**src/design/lic_pkg.sv**
```systemverilog
// Shared types and constants of the line integral convolution pixel engine.
// Depends on nothing; lic_div, lic_mul and the top level import it.
package lic_pkg;

  // Store geometry; the datapath widths below are sized for it
  localparam int MAX_WIDTH  = 256;
  localparam int MAX_HEIGHT = 256;

  // Fixed datapath widths that follow from the field and register widths
  localparam int POS_W   = 28;  // signed Q.16 position, covers image plus one overshoot
  localparam int SEG_W   = 33;  // exit length, up to the clip length
  localparam int CUR_W   = 34;  // travelled length before the kernel clamp
  localparam int STEP_W  = 23;  // clamped length and step, at most 64 pixels
  localparam int MAG_W   = 16;  // field component magnitude, up to 32768
  localparam int DIVD_W  = 33;  // divider dividend and quotient
  localparam int DIVS_W  = 16;  // divider divisor
  localparam int MUL_A_W = 23;
  localparam int MUL_B_W = 16;
  localparam int PROD_W  = MUL_A_W + MUL_B_W;
  localparam int DIM_W   = 9;   // image size and cell coordinate
  localparam int KLEN_W  = 7;
  localparam int MINC_W  = 15;
  localparam int CNT_W   = 8;   // step count, at most three times 64
  localparam int CFG_W   = 15;  // widest register

  localparam logic [SEG_W-1:0]  CLIP_LEN   = 33'd6553600000;  // 100000 pixels
  localparam logic [STEP_W-1:0] OVERSHOOT  = 23'd26;          // 0.0004 pixel
  localparam logic [KLEN_W-1:0] KERNEL_MAX = 7'd64;
  localparam logic [7:0]        INTENS_MAX = 8'd255;

  typedef enum logic [1:0] {
    CFG_WIDTH,
    CFG_HEIGHT,
    CFG_KERNEL,
    CFG_MINC
  } cfg_idx_e;

  typedef enum logic {
    OP_LOAD,
    OP_QUERY
  } op_e;

  typedef enum logic [4:0] {
    S_CLR,
    S_IDLE,
    S_TINIT,
    S_TCHK,
    S_TVEC,
    S_DXS,
    S_DXW,
    S_DYS,
    S_DYW,
    S_ADV,
    S_MX,
    S_MY,
    S_MW,
    S_SAMP,
    S_WWAIT,
    S_ACC,
    S_ACC2,
    S_TEND,
    S_FIN,
    S_FINW,
    S_OUT
  } state_e;

  typedef struct packed {
    logic              start;
    logic [DIVD_W-1:0] dividend;
    logic [DIVS_W-1:0] divisor;
  } div_req_t;

  typedef struct packed {
    logic              done;
    logic [DIVD_W-1:0] quotient;
  } div_rsp_t;

endpackage

```
**src/design/lic_mul.sv**
```systemverilog
// Shared unsigned multiplier with a registered product.
// Depends on lic_pkg for operand widths.
module lic_mul (
  input  logic                    clk_i,
  input  logic [lic_pkg::MUL_A_W-1:0] a_i,
  input  logic [lic_pkg::MUL_B_W-1:0] b_i,
  output logic [lic_pkg::PROD_W-1:0]  prod_o
);
  import lic_pkg::*;

  logic [PROD_W-1:0] prod_q;

  // Register the product before any use
  always_ff @(posedge clk_i) begin
    prod_q <= PROD_W'(a_i) * PROD_W'(b_i);
  end

  assign prod_o = prod_q;

endmodule

```
**config.mk**
```make
export PLATFORM = sky130hd
export DESIGN_NAME = lic_mul
export DESIGN_NICKNAME = d
export VERILOG_FILES = /design/src/design/lic_pkg.sv /design/src/design/lic_mul.sv
export SDC_FILE = /design/constraint.sdc
export NUM_CORES = 1
export LEC_CHECK = 0
export ABC_AREA = 0
export BUFFER_PORTS_ARGS = -buffer_cell sky130_fd_sc_hd__buf_4
export CAP_MARGIN = 10
export CELL_PAD_IN_SITES_DETAIL_PLACEMENT = 0
export CELL_PAD_IN_SITES_GLOBAL_PLACEMENT = 1
export CORE_MARGIN = 1.5
export CORE_UTILIZATION = 30
export DETAILED_ROUTE_END_ITERATION = 8
export PLACE_DENSITY_LB_ADDON = 0.1
export SLEW_MARGIN = 20
export SYNTH_ARGS = -nofsm -noshare
export SYNTH_HDL_FRONTEND = slang
export SYNTH_SLANG_ARGS = --single-unit
```
**constraint.sdc**
```tcl
create_clock -name clk_i -period 9.1 [get_ports clk_i]
set_clock_uncertainty 0.15 [all_clocks]
set_input_delay 1.365 -clock clk_i [delete_from_list [all_inputs] [get_ports clk_i]]
set_output_delay 1.365 -clock clk_i [all_outputs]
set_load 0.02 [all_outputs]
```
==> results of run 1 <==
## layout by cell type, fill, tap and decap left out, drive strengths merged, types with 3 or more instances in the layout
master	count
a211oi	8
a21o	14
a21oi	30
a31oi	4
a41oi	4
and2	157
buf	78
clkbuf	5
dfxtp	39
fa	292
ha	111
inv	341
nand2	234
nand2b	4
nand3	7
nor2	20
nor2b	4
nor3	6
o211ai	3
o21a	4
o21ai	19
o31ai	3
o41ai	3
xnor2	25
xor2	6
## layout make-up
type                       instances  area (sq um)
fill                            4445         28000
inverter                         341          1280
clock buffer                       5           125
clock inverter                     3          43.8
tap                              539           674
timing repair buffer              78           586
antenna                            2          5.00
multi-input combinational        981         10500
sequential                        39           781
## per-layer routing
layer  routed length [um]  up-vias  track usage
met3                  771       18       0.0161
li1                     -     4212            -
met2                20100       99        0.335
met5                    0        -            0
met1                16400     4833        0.237
met4                  421        0       0.0362
## stage by stage
step                      instance area (sq um)  hold slack (ns)
final                                     14000             1.29
after global routing                      14000             1.31
after CTS                                 14000             1.28
after detailed placement                  13800             1.63
after global placement                    13800             1.63
after floorplan                           12800             1.34
## kinds of logic after synthesis
kind of cell               after synthesis  synth area share
and+or+nand+nor                        442             0.166
adders and majority gates              403             0.567
buffers and inverters                  400             0.118
AOI/OAI and AO/OA                      104            0.0647
DFF                                     39            0.0612
xor gates and xnor gates                31            0.0213
muxes                                    1          0.000785
## synth_stat cells, drive strengths merged, types with 2 or more instances
| cell | instances |
|---|---|
| ha | 111 |
| a31oi | 4 |
| nand2b | 4 |
| o211ai | 3 |
| nand3 | 7 |
| a211oi | 8 |
| o31ai | 3 |
| a41oi | 4 |
| and4 | 2 |
| clkbuf | 58 |
| dfxtp | 39 |
| and2 | 157 |
| a21o | 14 |
| fa | 292 |
| nor3 | 6 |
| and3 | 2 |
| inv | 341 |
| a2111oi | 2 |
| a21oi | 30 |
| nor2b | 4 |
| xnor2 | 25 |
| xor2 | 6 |
| nor2 | 20 |
| o41ai | 3 |
| nand4 | 2 |
| or2 | 2 |
| or3 | 2 |
| o21a | 4 |
| o21ai | 19 |
| nand2 | 234 |
| a221oi | 2 |
## worst min path at each step
stage	startpoint	end	slack (ns)	cells after the start
6_report	a_i[0]	prod_o[0]	1.29	2
4_1_cts	a_i[0]	prod_o[0]	1.28	2
3_3_place_gp	prod_o[21]	prod_o[21]	1.63	1
2_1_floorplan	a_i[0]	prod_o[0]	1.34	1
5_1_grt	a_i[0]	prod_o[0]	1.31	2
3_5_place_dp	prod_o[2]	prod_o[2]	1.63	1
==> results.cfg, run 1 <==
[cells_and_area]
largest_register_ff_count = 39
nets = 1889
final_cell_count_no_fill = 1988
syn2layout_area_growth_pct = 9.45
fin_util = 0.333
drive_above_1_share = 0.0726

[synth]
synth_top_area_cell = fa_1
synth_cells = 1420
synth_edf_count = 0
syn_area_sq_um = 12800
ys_seq_area_frac = 0.0612
netlist.area_leader.share = 0.458
synthFlopType = dfxtp_1
avgSynthCellArea_sq_um = 8.98
synth_cell_types = 51
synth_seq_cells = 39
ys_warn_count = 0
syn-num-nets = 1863
netlist_top_cells_area = fa_1 46%, ha_1 11%, inv_1 10%, and2_1 7.7%, nand2_1 6.9%
synthArstFlopShare = 0

[detailed_routing]
dr.pass1.iters = 5
via_per_inst = 4.61
drc_errors = 0
drt_iter0_drc = 280
ant_nets = 0
vias = 9162
routed_wl_mm = 37.7
routedWlPerCell_um = 19.0

[outcome]
outcome = completed

[sta]
post-route-min-period_ns = 7.38
hold_viol_final = 0
fin_ws_ns = 1.72
tns_ns = 0
fmax_mhz = 135
maxSlewHeadroom = 0.630
fin_crit_sh = 0.811
rsz0062_at_grt = false
slew_violations = 0
finalSetupViolations = 0
worst_pin_slew_ns = 0.553

[worst_setup_path]
cp-endpoint = prod_o[38]
slowest_stage = fa_1
arrival_ns = 7.47
path_depth = 21
cp-start-kind = primary input
critPathMaxStageDelay_ns = 0.55
cp_top_family = adder cells
crit_type = primary input to flip-flop
cp_common_cell = fa_1
crit_path_end_kind = flip-flop
cp_data_required_time_ns = 9.19
cp_cell_sequence = buf_4 > nand2_1 > fa_1 > inv_1 > fa_1 > inv_1 > fa_1 > inv_1 > fa_1 > fa_1 > inv_1 > fa_1 > inv_1 > ha_1 > nand4_1 > or3_1 > o31ai_4 > o41ai_4 > o221ai_2 > nand2_1 > a311oi_2
cp-startpoint = b_i[1]
path_buf_inv = 6
crit_fanout = 23

[clocking]
cts.clk_slew.worst_paths_ns = 0.07
cts_buffer_depth = 2
postCtsSetupBuffers = 0
cts_tree = yes
holdBufCountCts = 0
cts_buffers = 5
htreeDepth = 2
clock-sinks = 39
cts_root_buf = clkbuf_16
cts_resized = 0

[global_route]
grt_first_pass_wirelength_mm = 60.1
grt_usage = 0.184
grt_overflow = 0
antenna_found_initial = 0
grt_pass1_vias = 10076
grt_max_degree = 24

[die]
die_x_um = 209
start_util = 0.304
boundaryPins = 79
rows = 75
dieArea_sq_um = 43800
die_h_um = 209
coreArea_sq_um = 41900

[placement]
io_buffers = 78
dp_hpwl_mm = 29.9
gp_congestion = 0.769
dpl.cell_count = 1978
pre_cts_slack_ns = 1.34

[flow_run]
maxCapViolCount = 0

[min_path]
hold_path_class = primary input to flip-flop
Power of run 1 is left out: the tool's default activity adds up to more than one toggle a clock period on the data nets, which glitch-free logic cannot reach.
==> inputs of run 2 (changes only) <==
==> constraint.sdc (replaced) <==
create_clock -name clk_i -period 6.65 [get_ports clk_i]
set_clock_uncertainty 0.15 [all_clocks]
set_input_delay 0.9975 -clock clk_i [delete_from_list [all_inputs] [get_ports clk_i]]
set_output_delay 0.9975 -clock clk_i [all_outputs]
set_load 0.02 [all_outputs]
==> results.cfg, run 2 (same netlist as run 1, synthesis figures left out) <==
[outcome]
outcome = completed

[detailed_routing]
ant_nets = 0
drt_iter0_drc = 311
routedWlPerCell_um = 17.9
dr.pass1.iters = 5
vias = 9662
routed_wl_mm = 38.7
drc_errors = 0
via_per_inst = 4.48

[worst_setup_path]
arrival_ns = 6.65
crit_fanout = 8
cp-start-kind = primary input
cp_data_required_time_ns = 6.71
crit_type = primary input to flip-flop
crit_path_end_kind = flip-flop

[cells_and_area]
final_common_cell = inv_1
nFillCells = 4402
nets = 2059
drive_above_1_share = 0.215
diodes = 0
largest_register_ff_count = 39
fin_area_sq_um = 15800
final_cell_mix = 329 x inv_1, 282 x fa_1, 226 x nand2_1
syn2layout_area_growth_pct = 23.8

[placement]
gp_congestion = 0.800
dpl_cell_area_sq_um = 15000
pre_cts_slack_ns = -0.656
io_buffers = 78
dp_hpwl_mm = 34.6

[clocking]
holdBufCountCts = 0
htreeDepth = 2
cts_tree = yes
clock-sinks = 39
cts.clk_slew.worst_paths_ns = 0.07
cts_root_buf = clkbuf_16
cts_buffer_depth = 2
cts_buffers = 5

[die]
boundaryPins = 79
coreArea_sq_um = 41900
start_util = 0.304
die_h_um = 209
rows = 75
dieArea_sq_um = 43800
die_x_um = 209

[sta]
rsz0062_at_grt = true
slew_violations = 0
finalSetupViolations = 0
fmax_mhz = 152
hold_viol_final = 0
fin_crit_sh = 0.992
fin_ws_ns = 0.0554
maxSlewHeadroom = 0.726
worst_pin_slew_ns = 0.409
post-route-min-period_ns = 6.59

[global_route]
grt_pass1_vias = 10638
grt_overflow = 0
grt_usage = 0.189
grt_first_pass_wirelength_mm = 62.3
grt_max_degree = 24
antenna_found_initial = 0

[min_path]
hold_path_class = primary input to flip-flop

[flow_run]
maxCapViolCount = 0
-- run 2: metrics by stage --
step                      instances  utilization  hold slack, ns  TNS [ns]
after floorplan                1420            -           0.975         0
after global placement         2140        0.358            1.26     -6.62
after detailed placement       2140        0.358            1.26     -6.51
after CTS                      2147        0.366           0.925         0
after global routing           2156        0.376           0.954    -0.997
final                          2156        0.376           0.931         0
-- run 2: repair_timing --
item                       4_1_cts  5_1_grt
gates resized for setup         39       90
pin swaps                       17       44
buffers inserted                 2       10
setup endpoints to repair       13       15
-- run 2: path summary, 6_finish.rpt --
| kind | startpoint | end | cells past startpoint |
|---|---|---|---|
| worst max-delay path | a_i[6] | prod_o[20] | 24 |
| worst min-delay path | b_i[0] | prod_o[0] | 2 |
-- run 2: worst max-delay path, stage by stage --
cell and delay, ns:
buf_12 0.12, and2_4 0.16, fa_1 0.54, inv_2 0.04, fa_1 0.46, fa_1 0.51, inv_2 0.04, fa_1 0.52
fa_1 0.55, inv_2 0.04, fa_1 0.54, inv_2 0.06, ha_4 0.27, nand4_1 0.11, buf_4 0.16, or3_4 0.37
o31ai_4 0.36, buf_4 0.17, buf_6 0.10, and2_4 0.15, buf_4 0.11, o21a_1 0.10, nor2_1 0.04, xnor2_1 0.13
-- run 2: final cells by class --
cell class,instances,area [sq um],share of cell area
timing repair buffer,248,2090,0.132
multi-input combinational,981,10800,0.685
clock buffer,5,125,0.00793
tap,539,674,0.0427
inverter,341,1280,0.0811
clock inverter,3,23.8,0.00151
sequential,39,781,0.0495
-- run 2: routing by layer --
layer  part of all wire  track usage  up-vias
li1                   -            -     4554
met1               0.41        0.233     4993
met2               0.55        0.353       92
met3              0.024       0.0236       23
met4              0.013       0.0380        0
met5                  0            0        -
Power of run 2 is left out for the same reason.
