`src/design/lic_pkg.sv`:
```
// Shared types and constants of the line integral convolution pixel engine.
// Depends on nothing; lic_div, lic_mul and the top level import it.
package lic_pkg;

  // Store geometry; the datapath widths below are sized for it
  localparam int MAX_WIDTH  = 256;
  localparam int MAX_HEIGHT = 256;

  // Fixed datapath widths that follow from the field and register widths
  localparam int POS_W   = 28;  // signed Q.16 position, covers image plus one overshoot
  localparam int SEG_W   = 33;  // exit length, up to the clip length
  localparam int CUR_W   = 34;  // travelled length before the kernel clamp
  localparam int STEP_W  = 23;  // clamped length and step, at most 64 pixels
  localparam int MAG_W   = 16;  // field component magnitude, up to 32768
  localparam int DIVD_W  = 33;  // divider dividend and quotient
  localparam int DIVS_W  = 16;  // divider divisor
  localparam int MUL_A_W = 23;
  localparam int MUL_B_W = 16;
  localparam int PROD_W  = MUL_A_W + MUL_B_W;
  localparam int DIM_W   = 9;   // image size and cell coordinate
  localparam int KLEN_W  = 7;
  localparam int MINC_W  = 15;
  localparam int CNT_W   = 8;   // step count, at most three times 64
  localparam int CFG_W   = 15;  // widest register

  localparam logic [SEG_W-1:0]  CLIP_LEN   = 33'd6553600000;  // 100000 pixels
  localparam logic [STEP_W-1:0] OVERSHOOT  = 23'd26;          // 0.0004 pixel
  localparam logic [KLEN_W-1:0] KERNEL_MAX = 7'd64;
  localparam logic [7:0]        INTENS_MAX = 8'd255;

  typedef enum logic [1:0] {
    CFG_WIDTH,
    CFG_HEIGHT,
    CFG_KERNEL,
    CFG_MINC
  } cfg_idx_e;

  typedef enum logic {
    OP_LOAD,
    OP_QUERY
  } op_e;

  typedef enum logic [4:0] {
    S_CLR,
    S_IDLE,
    S_TINIT,
    S_TCHK,
    S_TVEC,
    S_DXS,
    S_DXW,
    S_DYS,
    S_DYW,
    S_ADV,
    S_MX,
    S_MY,
    S_MW,
    S_SAMP,
    S_WWAIT,
    S_ACC,
    S_ACC2,
    S_TEND,
    S_FIN,
    S_FINW,
    S_OUT
  } state_e;

  typedef struct packed {
    logic              start;
    logic [DIVD_W-1:0] dividend;
    logic [DIVS_W-1:0] divisor;
  } div_req_t;

  typedef struct packed {
    logic              done;
    logic [DIVD_W-1:0] quotient;
  } div_rsp_t;

endpackage

```
`src/design/lic_div.sv`:
```
// Shared restoring divider, one quotient bit per cycle.
// Depends on lic_pkg for widths and the request/response structs.
module lic_div (
  input  logic               clk_i,
  input  logic               rst_ni,
  input  lic_pkg::div_req_t  req_i,
  output lic_pkg::div_rsp_t  rsp_o
);
  import lic_pkg::*;

  localparam int DCNT_W = $clog2(DIVD_W + 1);

  logic [DIVS_W:0]   rem_q, rem_d;
  logic [DIVD_W-1:0] quo_q, quo_d;
  logic [DIVS_W-1:0] dvs_q, dvs_d;
  logic [DCNT_W-1:0] cnt_q, cnt_d;
  logic              busy_q, busy_d;
  logic              done_q, done_d;
  logic [DIVS_W:0]   trial;
  logic              fits;

  // One shift-compare-subtract step per cycle
  always_comb begin
    trial  = {rem_q[DIVS_W-1:0], quo_q[DIVD_W-1]};
    fits   = trial >= {1'b0, dvs_q};
    rem_d  = rem_q;
    quo_d  = quo_q;
    dvs_d  = dvs_q;
    cnt_d  = cnt_q;
    busy_d = busy_q;
    done_d = 1'b0;
    if (req_i.start) begin
      rem_d  = '0;
      quo_d  = req_i.dividend;
      dvs_d  = req_i.divisor;
      cnt_d  = DCNT_W'(DIVD_W);
      busy_d = 1'b1;
    end else if (busy_q) begin
      rem_d = fits ? trial - {1'b0, dvs_q} : trial;
      quo_d = {quo_q[DIVD_W-2:0], fits};
      cnt_d = cnt_q - 1'b1;
      if (cnt_q == DCNT_W'(1)) begin
        busy_d = 1'b0;
        done_d = 1'b1;
      end
    end
  end

  // Control state
  always_ff @(posedge clk_i or negedge rst_ni) begin
    if (!rst_ni) begin
      busy_q <= 1'b0;
      done_q <= 1'b0;
      cnt_q  <= '0;
    end else begin
      busy_q <= busy_d;
      done_q <= done_d;
      cnt_q  <= cnt_d;
    end
  end

  // Operands
  always_ff @(posedge clk_i) begin
    rem_q <= rem_d;
    quo_q <= quo_d;
    dvs_q <= dvs_d;
  end

  assign rsp_o.done     = done_q;
  assign rsp_o.quotient = quo_q;

endmodule

```
`config.mk`:
```
export PLATFORM = sky130hd
export DESIGN_NAME = lic_div
export DESIGN_NICKNAME = d
export VERILOG_FILES = /design/src/design/lic_pkg.sv /design/src/design/lic_div.sv
export SDC_FILE = /design/constraint.sdc
export NUM_CORES = 1
export LEC_CHECK = 0
export ABC_AREA = 1
export BUFFER_PORTS_ARGS = -buffer_cell sky130_fd_sc_hd__buf_2
export CORE_MARGIN = 4
export CORE_UTILIZATION = 50
export CTS_CLUSTER_SIZE = 40
export DETAILED_ROUTE_END_ITERATION = 6
export GPL_ROUTABILITY_DRIVEN = 0
export PLACE_DENSITY = 0.77
export SLEW_MARGIN = 20
export SYNTH_ARGS = -nofsm -noshare
export SYNTH_HDL_FRONTEND = slang
export SYNTH_SLANG_ARGS = --single-unit
```
`constraint.sdc`:
```
create_clock -name clk_i -period 1.7 [get_ports clk_i]
set_input_delay 0.17 -clock clk_i [delete_from_list [all_inputs] [get_ports clk_i]]
set_output_delay 0.17 -clock clk_i [all_outputs]
set_load 0.02 [all_outputs]
```
==> results by group, run 1 <==
STA
  – Final worst setup slack: -0.295 ns
  – Final setup vio count: 17
  – Fin. max-slew vios: 0
  – Crit path time final: 2.00 ns
  – Slew HR: 0.411
  – Fmax: 501 MHz
  – Skew final: approximately 0.017 ns
  – Period utilisation layout: 1.17
  – Fin. Hold Viols: 0
  – Worst slew pin tran: slightly below 0.9 ns
  – RSZ-0062 raised after global routing: yes

Synthesis
  – Post-synth top area share: 0.358
  – Most common cell in the netlist: nand2_1
  – Count of flip-flops with a built-in enable after synthesis: slightly below 50
  – Syn avg cell area: 7.86 µm²
  – Mapped Nets: roughly 590
  – Synth warnings: 0
  – Leading area contributor after synthesis: edfxtp_1
  – Async set-reset flop share out of synthesis: 0.110
  – Seq/Total Area, Yosys: 0.484
  – Post-Syn Instances: approximately 520
  – Cell variety after synth: 35
  – Ranking of synthesized cells by area: edfxtp_1 (36%), nand2_1 (20%), dfxtp_1 (7.8%), inv_1 (6.7%), ha_1 (5.5%)
  – Commonest cells post-synth: nand2_1 (221), inv_1 (73), edfxtp_1 (49)
  – Main flop type after synthesis: edfxtp_1
  – Area of the mapped netlist: 4110 µm²
  – #FFs+latches synth: 73

Power
  – Maximum VDD drop: roughly 0.89 mV
  – PwrDens: around 1600 nW/µm²
  – Total Power: between 9 and 10 mW
  – LEAKAGE: a little over 3 nW

Clock tree
  – Htree depth: 3
  – Clock Path Buffers: 2
  – Clock latency on the worst-skew pair: 0.35 ns
  – Clock root cell: clkbuf_8
  – CTS tree: yes
  – Total CTS buffers: 9
  – CTS clock-pin slew for the worst setup and hold paths: around 0.07 ns
  – CTS sink count: 73

Routing
  – Drt pass-1 iters: 6
  – Antenna Nets Post-Route: 0
  – DR WL/cell: 16.6 µm
  – Remaining DRCs: 0
  – DRT iter0 DRCs: around 360
  – Vias: about 4300
  – WL final: ~13 mm
  – Via density per instance: between 5 and 6

Place
  – Cells after DPL: ~740
  – I/O Buffers: 85
  – DP Worst Slack: -0.297 ns
  – DP HPWL: around 7.7 mm

Cells and area
  – Layout cells sized above 1: 0.406
  – FF/Latch Area: ~2000 µm²
  – Util after Layout: 0.776
  – Multi-input combinational cell area: about 2400 µm²
  – Nets: 760
  – Syn-to-layout area delta: 48.1%
  – Non-filler cells, final: about 800
  – Number of filler cells placed in the layout: 500
  – Inserted Diodes: 0

Outcome
  – Status: finished, violations left
  – Failing checks: setup timing

Floorplanning
  – Core area: between 7000 and 8000 µm²
  – Die width: around 99 µm
  – Initial Util: 0.524
  – Die height: between 90 and 100 µm
  – I/O Pins: 86
  – Die area: 9740 µm²
  – Row count: 32

Setup path
  – Arrival @ worst endpoint: ~2.2 ns
  – Crit path capture type: flop
  – WP data required: ~1.9 ns
  – Setup CP Type: flop to flop
  – Worst-path fanout max: 8
  – Setup crit start kind: flop

Global route
  – Number of global-route vias before repair: ~4200
  – Total track usage: 0.253
  – Initial antenna violation count: 0
  – First-pass GRT wire length: ~20 mm
  – Total congestion overflow: 0
  – Largest net degree at the start of global routing: 42

Flow run
  – # Max-Cap Violations: 0

Min path
  – Min-Delay Path Class: primary input to flop
## placed cells by master, fill, tap and decap left out, types with 4 or more instances in the layout
master / netlist / layout
inv_1: 73 / 56
nand4_1: 4 / 4
o21ai_1: 1 / 6
nand3_1: 38 / 19
nor2_4: 1 / 7
dfxtp_1: 16 / 16
ha_4: 0 / 16
dlygate4sd3_1: 0 / 15
dfrtp_1: 8 / 8
nand2_1: 221 / 189
buf_2: 2 / 85
a21oi_2: 2 / 4
a21oi_1: 10 / 6
buf_4: 3 / 54
inv_2: 2 / 19
o21ai_0: 10 / 4
nand2_4: 2 / 5
nand3_2: 3 / 19
nor3_1: 7 / 5
nor2_1: 20 / 15
buf_6: 1 / 7
edfxtp_1: 49 / 49
nand2_2: 1 / 28
clkbuf_8: 0 / 9
nand3b_1: 7 / 7
## registers in the layout, indices dropped and copies added (netlist names)
register  flops
quo_q        33
busy_q        1
done_q        1
cnt_q         6
rem_q        16
dvs_q        16
## kinds of logic (layout without fill, tap and decap cells)
group,count (synthesis),count (layout),synth area share
compound gates,28,28,0.0387
xor+xnor,6,6,0.0128
fa+ha+maj,19,19,0.0596
buf+inv,88,258,0.0855
flops,73,73,0.484
simple gates,309,310,0.319
## power breakdown
part | total, mW | internal (mW) | switching [mW] | leakage [nW]
Clock | 1.15 | 0.522 | 0.631 | 0.0778
Sequential | 2.61 | 2.29 | 0.320 | 0.746
Combinational | 5.92 | 2.64 | 3.28 | 2.25
## metrics by stage
step	cell area, µm²	hold WS, ns	setup TNS [ns]
finish	6090	0.0126	-3.80
global route	6090	-0.00386	-5.18
CTS	5830	0.00344	-1.83
detailed placement	4990	0.0213	-4.38
global placement	4990	0.0161	-3.17
floorplan	4180	-0.126	-0.279
## layer usage
| layer | global-route usage | wire [µm] |
|---|---|---|
| met2 | 0.407 | 6210 |
| met3 | 0.0722 | 1160 |
| met5 | 0 | 0 |
| met1 | 0.314 | 5350 |
| met4 | 0.123 | 520 |
## final cells by class
cell class	instances	share of cell area
inverter	75	0.0462
multi-input combinational	363	0.389
timing repair buffer	167	0.191
tap	102	0.0210
clock buffer	12	0.0222
clock inverter	4	0.00349
sequential	73	0.327
## critical path, stage by stage (launching register included)
cell and delay [ns]:
edfxtp_1 0.40, inv_2 0.08, ha_4 0.31, nand2_2 0.08
nor2_4 0.13, nand3_2 0.11, nand3_4 0.14, nand2_8 0.11
buf_12 0.15, nand2_8 0.09, nand2_1 0.06, nand3_1 0.10
o21ai_1 0.09
## path summary, 6_finish.rpt
| path | start | to | slack [ns] | cells after the start |
|---|---|---|---|---|
| setup / recovery | dvs_q[6]$_DFFE_PP_ | rem_q[1]$_SDFFE_PP0P_ | -0.30 | 12 |
| hold / removal | req_i[6] | dvs_q[6]$_DFFE_PP_ | 0.01 | 1 |
| setup reg to reg | dvs_q[6]$_DFFE_PP_ | rem_q[1]$_SDFFE_PP0P_ | -0.30 | 12 |
| hold reg to reg | rem_q[15]$_SDFFE_PP0P_ | rem_q[15]$_SDFFE_PP0P_ | 0.48 | 2 |
| max in group asynchronous | rst_ni | cnt_q[0]$_DFFE_PN0P_ | 1.33 | 2 |
| min in group asynchronous | rst_ni | done_q$_DFF_PN0_ | 0.19 | 2 |
## what timing repair did
item | 4_1_cts | 5_1_grt
gates cloned | 2 | 0
gates resized for setup | 66 | 65
endpoints found under the setup margin | 17 | 17
setup buffers | 16 | 7
pin swaps | 38 | 46
endpoints found under the hold margin | 22 | 0
hold buffers | 15 | 0
(Power assumes the default switching activity.)
==> inputs of run 2 (changes only) <==
--- a/config.mk
+++ b/config.mk
@@ -5,14 +5,13 @@
 export SDC_FILE = /design/constraint.sdc
 export NUM_CORES = 1
 export LEC_CHECK = 0
-export ABC_AREA = 1
 export BUFFER_PORTS_ARGS = -buffer_cell sky130_fd_sc_hd__buf_2
 export CORE_MARGIN = 4
-export CORE_UTILIZATION = 50
+export CORE_UTILIZATION = 54
 export CTS_CLUSTER_SIZE = 40
 export DETAILED_ROUTE_END_ITERATION = 6
 export GPL_ROUTABILITY_DRIVEN = 0
-export PLACE_DENSITY = 0.77
+export PLACE_DENSITY = 0.8
 export SLEW_MARGIN = 20
 export SYNTH_ARGS = -nofsm -noshare
 export SYNTH_HDL_FRONTEND = slang
==> constraint.sdc (replaced) <==
create_clock -name clk_i -period 2.2 [get_ports clk_i]
set_input_delay 0.22 -clock clk_i [delete_from_list [all_inputs] [get_ports clk_i]]
set_output_delay 0.22 -clock clk_i [all_outputs]
set_load 0.02 [all_outputs]
==> results by group, run 2 <==
Outcome
  – Status: finished, violations left
  – Failing checks: setup timing

STA
  – RSZ-0062 raised after global routing: yes
  – Final worst setup slack: -0.109 ns
  – Fin. Hold Viols: 0
  – Period utilisation layout: 1.05
  – Skew final: 0.00966 ns
  – Worst slew pin tran: around 0.67 ns
  – Slew HR: 0.555
  – Crit path time final: 2.31 ns
  – Final setup vio count: 15
  – Fmax: ~430 MHz
  – Fin. max-slew vios: 0
  – WHS: between 0.015 and 0.02 ns
  – Final setup TNS: -0.708 ns

Floorplanning
  – Die area: between 8000 and 9000 µm²
  – Core area: between 6000 and 7000 µm²
  – I/O Pins: 86
  – Die width: between 90 and 100 µm
  – Die height: about 92 µm
  – Initial Util: 0.555
  – Row count: 30

Clock tree
  – CTS tree: yes
  – CTS sink count: between 70 and 80
  – Total CTS buffers: 9
  – Clock Path Buffers: 2
  – Clock root cell: clkbuf_8
  – Htree depth: 3
  – Clock latency on the worst-skew pair: approximately 0.37 ns
  – CTS clock-pin slew for the worst setup and hold paths: 0.09 ns

Cells and area
  – Layout cells sized above 1: 0.523
  – Syn-to-layout area delta: 38.0%
  – Commonest cells after routing, fill and taps aside: buf_2 (85), buf_4 (54), edfxtp_1 (49)
  – Commonest non-fill, non-tap cell in the layout: buf_2
  – Util after Layout: 0.765
  – Design area: between 5000 and 6000 µm²
  – Nets: 531
  – Most flop-heavy register: quo_q
  – Max reg flops: 33
  – Number of filler cells placed in the layout: between 300 and 400
  – Inserted Diodes: 0
  – Largest registers: quo_q: 33 flops, dvs_q: 16 flops, rem_q: 16 flops

Synthesis
  – Async set-reset flop share out of synthesis: 0.110
  – Most common cell in the netlist: edfxtp_1
  – Count of flip-flops with a built-in enable after synthesis: just under 50
  – Syn avg cell area: around 12 µm²
  – Mapped Nets: ~390
  – Synth warnings: 0
  – Leading area contributor after synthesis: edfxtp_1
  – Seq/Total Area, Yosys: 0.529
  – Area of the mapped netlist: between 3000 and 4000 µm²
  – Commonest cells post-synth: edfxtp_1 (49), mux2_2 (33), nor2_1 (26)
  – Post-synth top area share: 0.391
  – Post-Syn Instances: between 300 and 400
  – Cell variety after synth: 48
  – #FFs+latches synth: 73
  – Ranking of synthesized cells by area: edfxtp_1 (39%), mux2_2 (9.9%), dfxtp_1 (8.5%), ha_1 (6.0%), dfrtp_1 (5.3%)
  – Main flop type after synthesis: edfxtp_1

Power
  – Reg power frac: 0.332
  – Switching power: 2.51 mW
  – Combinational fraction of design power: 0.515
  – Clk pwr share: 0.153
  – LEAKAGE: between 2 and 2.5 nW
  – Sw frac: 0.390
  – Maximum VDD drop: about 0.6 mV
  – Internal power: slightly below 4 mW
  – PwrDens: around 1200 nW/µm²

Setup path
  – Setup CP Type: flop to flop
  – CP max-delay cell: edfxtp_1
  – Critical path cell sequence: inv_2 -> ha_4 -> a21oi_4 -> o21ai_2 -> a31oi_2 -> a21oi_2 -> a311oi_4 -> buf_6 -> mux2_4 -> a211oi_2
  – Crit path capture type: flop
  – CP peak stage delay: 0.41 ns
  – Buf/Inv on CP: 2
  – Setup crit start kind: flop
  – Family with the most delay on the worst path: compound AO/OA/AOI/OAI gates
  – Arrival @ worst endpoint: about 2.6 ns
  – R2r setup slk: -0.11 ns
  – WP data required: between 2 and 2.5 ns
  – Worst-path fanout max: 6

Global route
  – Largest net degree at the start of global routing: 34
  – Total track usage: 0.240
  – Total congestion overflow: 0
  – Number of global-route vias before repair: about 3300
  – Initial antenna violation count: 0
  – First-pass GRT wire length: about 16 mm

Place
  – Dpl cell area: 4590 µm²
  – DP HPWL: approximately 6.3 mm
  – DP Worst Slack: -0.134 ns
  – I/O Buffers: 85

Routing
  – WL final: a little over 10 mm
  – DR WL/cell: 18.1 µm
  – DRT iter0 DRCs: 241
  – Drt pass-1 iters: 5
  – Remaining DRCs: 0
  – Antenna Nets Post-Route: 0
  – Vias: between 3000 and 4000
  – Via density per instance: 5.60

Flow run
  – # Max-Cap Violations: 0

Min path
  – Min-Delay Path Class: primary input to flop
run 2: final timing paths:
kind                                   startpoint                endpoint  cells past startpoint
max in group asynchronous                  rst_ni    cnt_q[3]$_DFFE_PN0P_                      2
min in group asynchronous                  rst_ni    cnt_q[5]$_DFFE_PN0P_                      2
max reg2reg                   dvs_q[10]$_DFFE_PP_   rem_q[0]$_SDFFE_PP0P_                     10
max                           dvs_q[10]$_DFFE_PP_   rem_q[0]$_SDFFE_PP0P_                     10
min                                     req_i[11]     dvs_q[11]$_DFFE_PP_                      1
min reg2reg                rem_q[15]$_SDFFE_PP0P_  rem_q[15]$_SDFFE_PP0P_                      2
run 2: logic make-up (layout without fill, tap and decap cells):
family / count (synthesis) / count (layout) / synth area share
AOI/OAI and AO/OA: 57 / 57 / 0.110
adders and majority gates: 19 / 19 / 0.0651
buffers and inverters: 35 / 184 / 0.0382
muxes: 44 / 44 / 0.128
and+or+nand+nor: 72 / 72 / 0.0933
xor gates and xnor gates: 16 / 16 / 0.0372
DFF: 73 / 73 / 0.529
run 2: timing repair:
item                                    in CTS  in global routing
endpoints found under the hold margin        8                  0
hold buffers                                 1                  0
endpoints found under the setup margin       9                 17
gates resized for setup                     30                 31
gates cloned                                 0                  0
setup buffers                               14                  5
pin swaps                                   14                 15
run 2: power groups by stage:
stage	registers (mW)	clock network (mW)	logic, mW
final	2.14	0.985	3.32
after global routing	2.18	1.06	3.56
after CTS	2.12	0.993	3.00
after detailed placement	2.11	0	2.61
after global placement	2.10	0	2.53
after floorplan	2.25	0	1.55
run 2: routing by layer:
layer / track usage / vias to the layer above / share of wire
li1: - / 1443 / -
met1: 0.278 / 1497 / 0.39
met2: 0.397 / 164 / 0.50
met3: 0.0911 / 38 / 0.084
met4: 0.0967 / 0 / 0.032
met5: 0 / - / 0
run 2: final cells by class:
cell class	count	area, µm²	share of cell area
multi-input combinational	208	1900	0.366
clock inverter	6	52.6	0.0101
tap	96	120	0.0231
clock buffer	10	128	0.0246
sequential	73	1990	0.383
inverter	22	82.6	0.0159
timing repair buffer	146	917	0.176
run 2: metrics by stage:
step	power (mW)	cells
final	6.44	561
after global placement	4.63	525
after CTS	6.11	556
after floorplan	3.80	316
after detailed placement	4.73	525
after global routing	6.81	561
==> inputs of run 3 (changes only) <==
--- a/config.mk
+++ b/config.mk
@@ -6,7 +6,7 @@
 export NUM_CORES = 1
 export LEC_CHECK = 0
 export BUFFER_PORTS_ARGS = -buffer_cell sky130_fd_sc_hd__buf_2
-export CORE_MARGIN = 4
+export CORE_MARGIN = 3
 export CORE_UTILIZATION = 54
 export CTS_CLUSTER_SIZE = 40
 export DETAILED_ROUTE_END_ITERATION = 6
==> results by group, run 3 (same netlist as run 2, synthesis figures left out) <==
Outcome
  – Status: finished, violations left
  – Failing checks: setup timing

STA
  – Final setup TNS: -0.381 ns
  – Final setup vio count: 6
  – Crit path time final: between 2 and 2.5 ns
  – RSZ-0062 raised after global routing: yes
  – Fmax: between 400 and 500 MHz
  – Fin. Hold Viols: 0
  – Worst slew pin tran: about 0.75 ns
  – Slew HR: 0.500
  – Final worst setup slack: -0.152 ns
  – Skew final: 0.0141 ns
  – Period utilisation layout: 1.07
  – Fin. max-slew vios: 0

Flow run
  – # Max-Cap Violations: 0

Setup path
  – Setup crit start kind: flop
  – Arrival @ worst endpoint: ~2.6 ns
  – Setup CP Type: flop to flop
  – R2r setup slk: -0.15 ns
  – Worst-path fanout max: 2
  – Crit path capture type: flop
  – WP data required: roughly 2.5 ns

Min path
  – Min-Delay Path Class: primary input to flop

Clock tree
  – Total CTS buffers: 9
  – CTS sink count: 73
  – Htree depth: 3
  – Clock latency on the worst-skew pair: around 0.35 ns
  – Clock Path Buffers: 2
  – CTS clock-pin slew for the worst setup and hold paths: 0.08 ns
  – Clock root cell: clkbuf_8
  – CTS tree: yes

Power
  – LEAKAGE: around 2.3 nW
  – PwrDens: ~1300 nW/µm²
  – Maximum VDD drop: 0.660 mV
  – Internal power: 4.06 mW
  – Clk pwr share: 0.158
  – Switching power: between 2 and 2.5 mW
  – Total Power: around 6.5 mW
  – Sw frac: 0.375
  – Combinational fraction of design power: 0.515
  – Reg power frac: 0.328

Cells and area
  – Largest registers: quo_q: 33 flops, dvs_q: 16 flops, rem_q: 16 flops
  – Design area: about 5200 µm²
  – Syn-to-layout area delta: 37.8%
  – Commonest non-fill, non-tap cell in the layout: buf_2
  – Max reg flops: 33
  – Non-filler cells, final: around 550
  – Multi-input combinational cell area: roughly 1900 µm²
  – Nets: ~530
  – Layout cells sized above 1: 0.501
  – Inserted Diodes: 0
  – Most flop-heavy register: quo_q
  – Number of filler cells placed in the layout: between 300 and 400
  – Util after Layout: 0.790
  – FF/Latch Area: between 1500 and 2000 µm²
  – Commonest cells after routing, fill and taps aside: buf_2 (85), edfxtp_1 (49), buf_4 (49)

Global route
  – Number of global-route vias before repair: around 3200
  – Largest net degree at the start of global routing: 34
  – Total track usage: 0.241
  – Initial antenna violation count: 0
  – Total congestion overflow: 0
  – First-pass GRT wire length: approximately 15 mm

Routing
  – DR WL/cell: 17.5 µm
  – Antenna Nets Post-Route: 0
  – Drt pass-1 iters: 7
  – DRT iter0 DRCs: roughly 240
  – WL final: slightly below 10 mm
  – Vias: between 3000 and 4000
  – Remaining DRCs: 0
  – Via density per instance: approximately 5.6

Place
  – Dpl cell area: ~4600 µm²
  – Cells after DPL: 522
  – I/O Buffers: 85
  – DP HPWL: 6.11 mm

Floorplanning
  – Die height: between 80 and 90 µm
  – Row count: 29
  – Core area: approximately 6600 µm²
  – I/O Pins: 86
  – Die width: a little under 90 µm
  – Die area: between 8000 and 9000 µm²
  – Initial Util: 0.574
run 3: what timing repair did:
item	in CTS	in global routing
setup endpoints to repair	15	17
cloned	1	0
hold endpoints to repair	8	0
buffers inserted	10	4
pin swaps	18	12
hold buffers	1	0
gates resized for setup	30	22
run 3: critical path: stages (launching register included):
cell	delay, ns
edfxtp_1	0.45
ha_4	0.20
fa_2	0.33
nand2b_4	0.16
a21oi_2	0.11
o211ai_1	0.15
nand3b_1	0.20
a31oi_2	0.12
xor2_1	0.19
o31ai_2	0.33
run 3: metal layers:
layer / part of all wire / wire, µm / vias up / track usage
met2: 0.48 / 4650 / 180 / 0.398
li1: - / - / 1434 / -
met4: 0.035 / 342 / 0 / 0.0947
met1: 0.40 / 3880 / 1471 / 0.283
met3: 0.084 / 818 / 42 / 0.0922
met5: 0 / 0 / - / 0
run 3: final cells by class:
type | instances | area share
tap | 93 | 0.0224
clock buffer | 13 | 0.0268
multi-input combinational | 208 | 0.366
sequential | 73 | 0.384
inverter | 22 | 0.0159
clock inverter | 3 | 0.00844
timing repair buffer | 142 | 0.176
run 3: power by group through the flow:
stage	Clock, mW	Sequential [mW]	Combinational [mW]
6_report	1.03	2.13	3.35
5_1_grt	1.10	2.18	3.59
4_1_cts	1.03	2.12	3.04
3_5_place_dp	0	2.11	2.63
3_3_place_gp	0	2.10	2.54
2_1_floorplan	0	2.25	1.55
run 3: metrics by stage:
step	setup WS (ns)	hold WS, ns
after floorplan	-0.0266	-0.0756
after global placement	-0.0552	0.0687
after detailed placement	-0.175	0.0702
after CTS	0.00204	0.0343
after global routing	-0.196	0.0330
final	-0.152	0.0446
run 3: final timing paths:
check / start / to / depth (start not counted)
min in group asynchronous: rst_ni / cnt_q[5]$_DFFE_PN0P_ / 2
worst min register to register: rem_q[15]$_SDFFE_PP0P_ / rem_q[15]$_SDFFE_PP0P_ / 2
worst min-delay path: req_i[5] / dvs_q[5]$_DFFE_PP_ / 1
max in group asynchronous: rst_ni / cnt_q[1]$_DFFE_PN0P_ / 2
worst max-delay path: dvs_q[0]$_DFFE_PP_ / rem_q[14]$_SDFFE_PP0P_ / 9
worst max register to register: dvs_q[0]$_DFFE_PP_ / rem_q[14]$_SDFFE_PP0P_ / 9
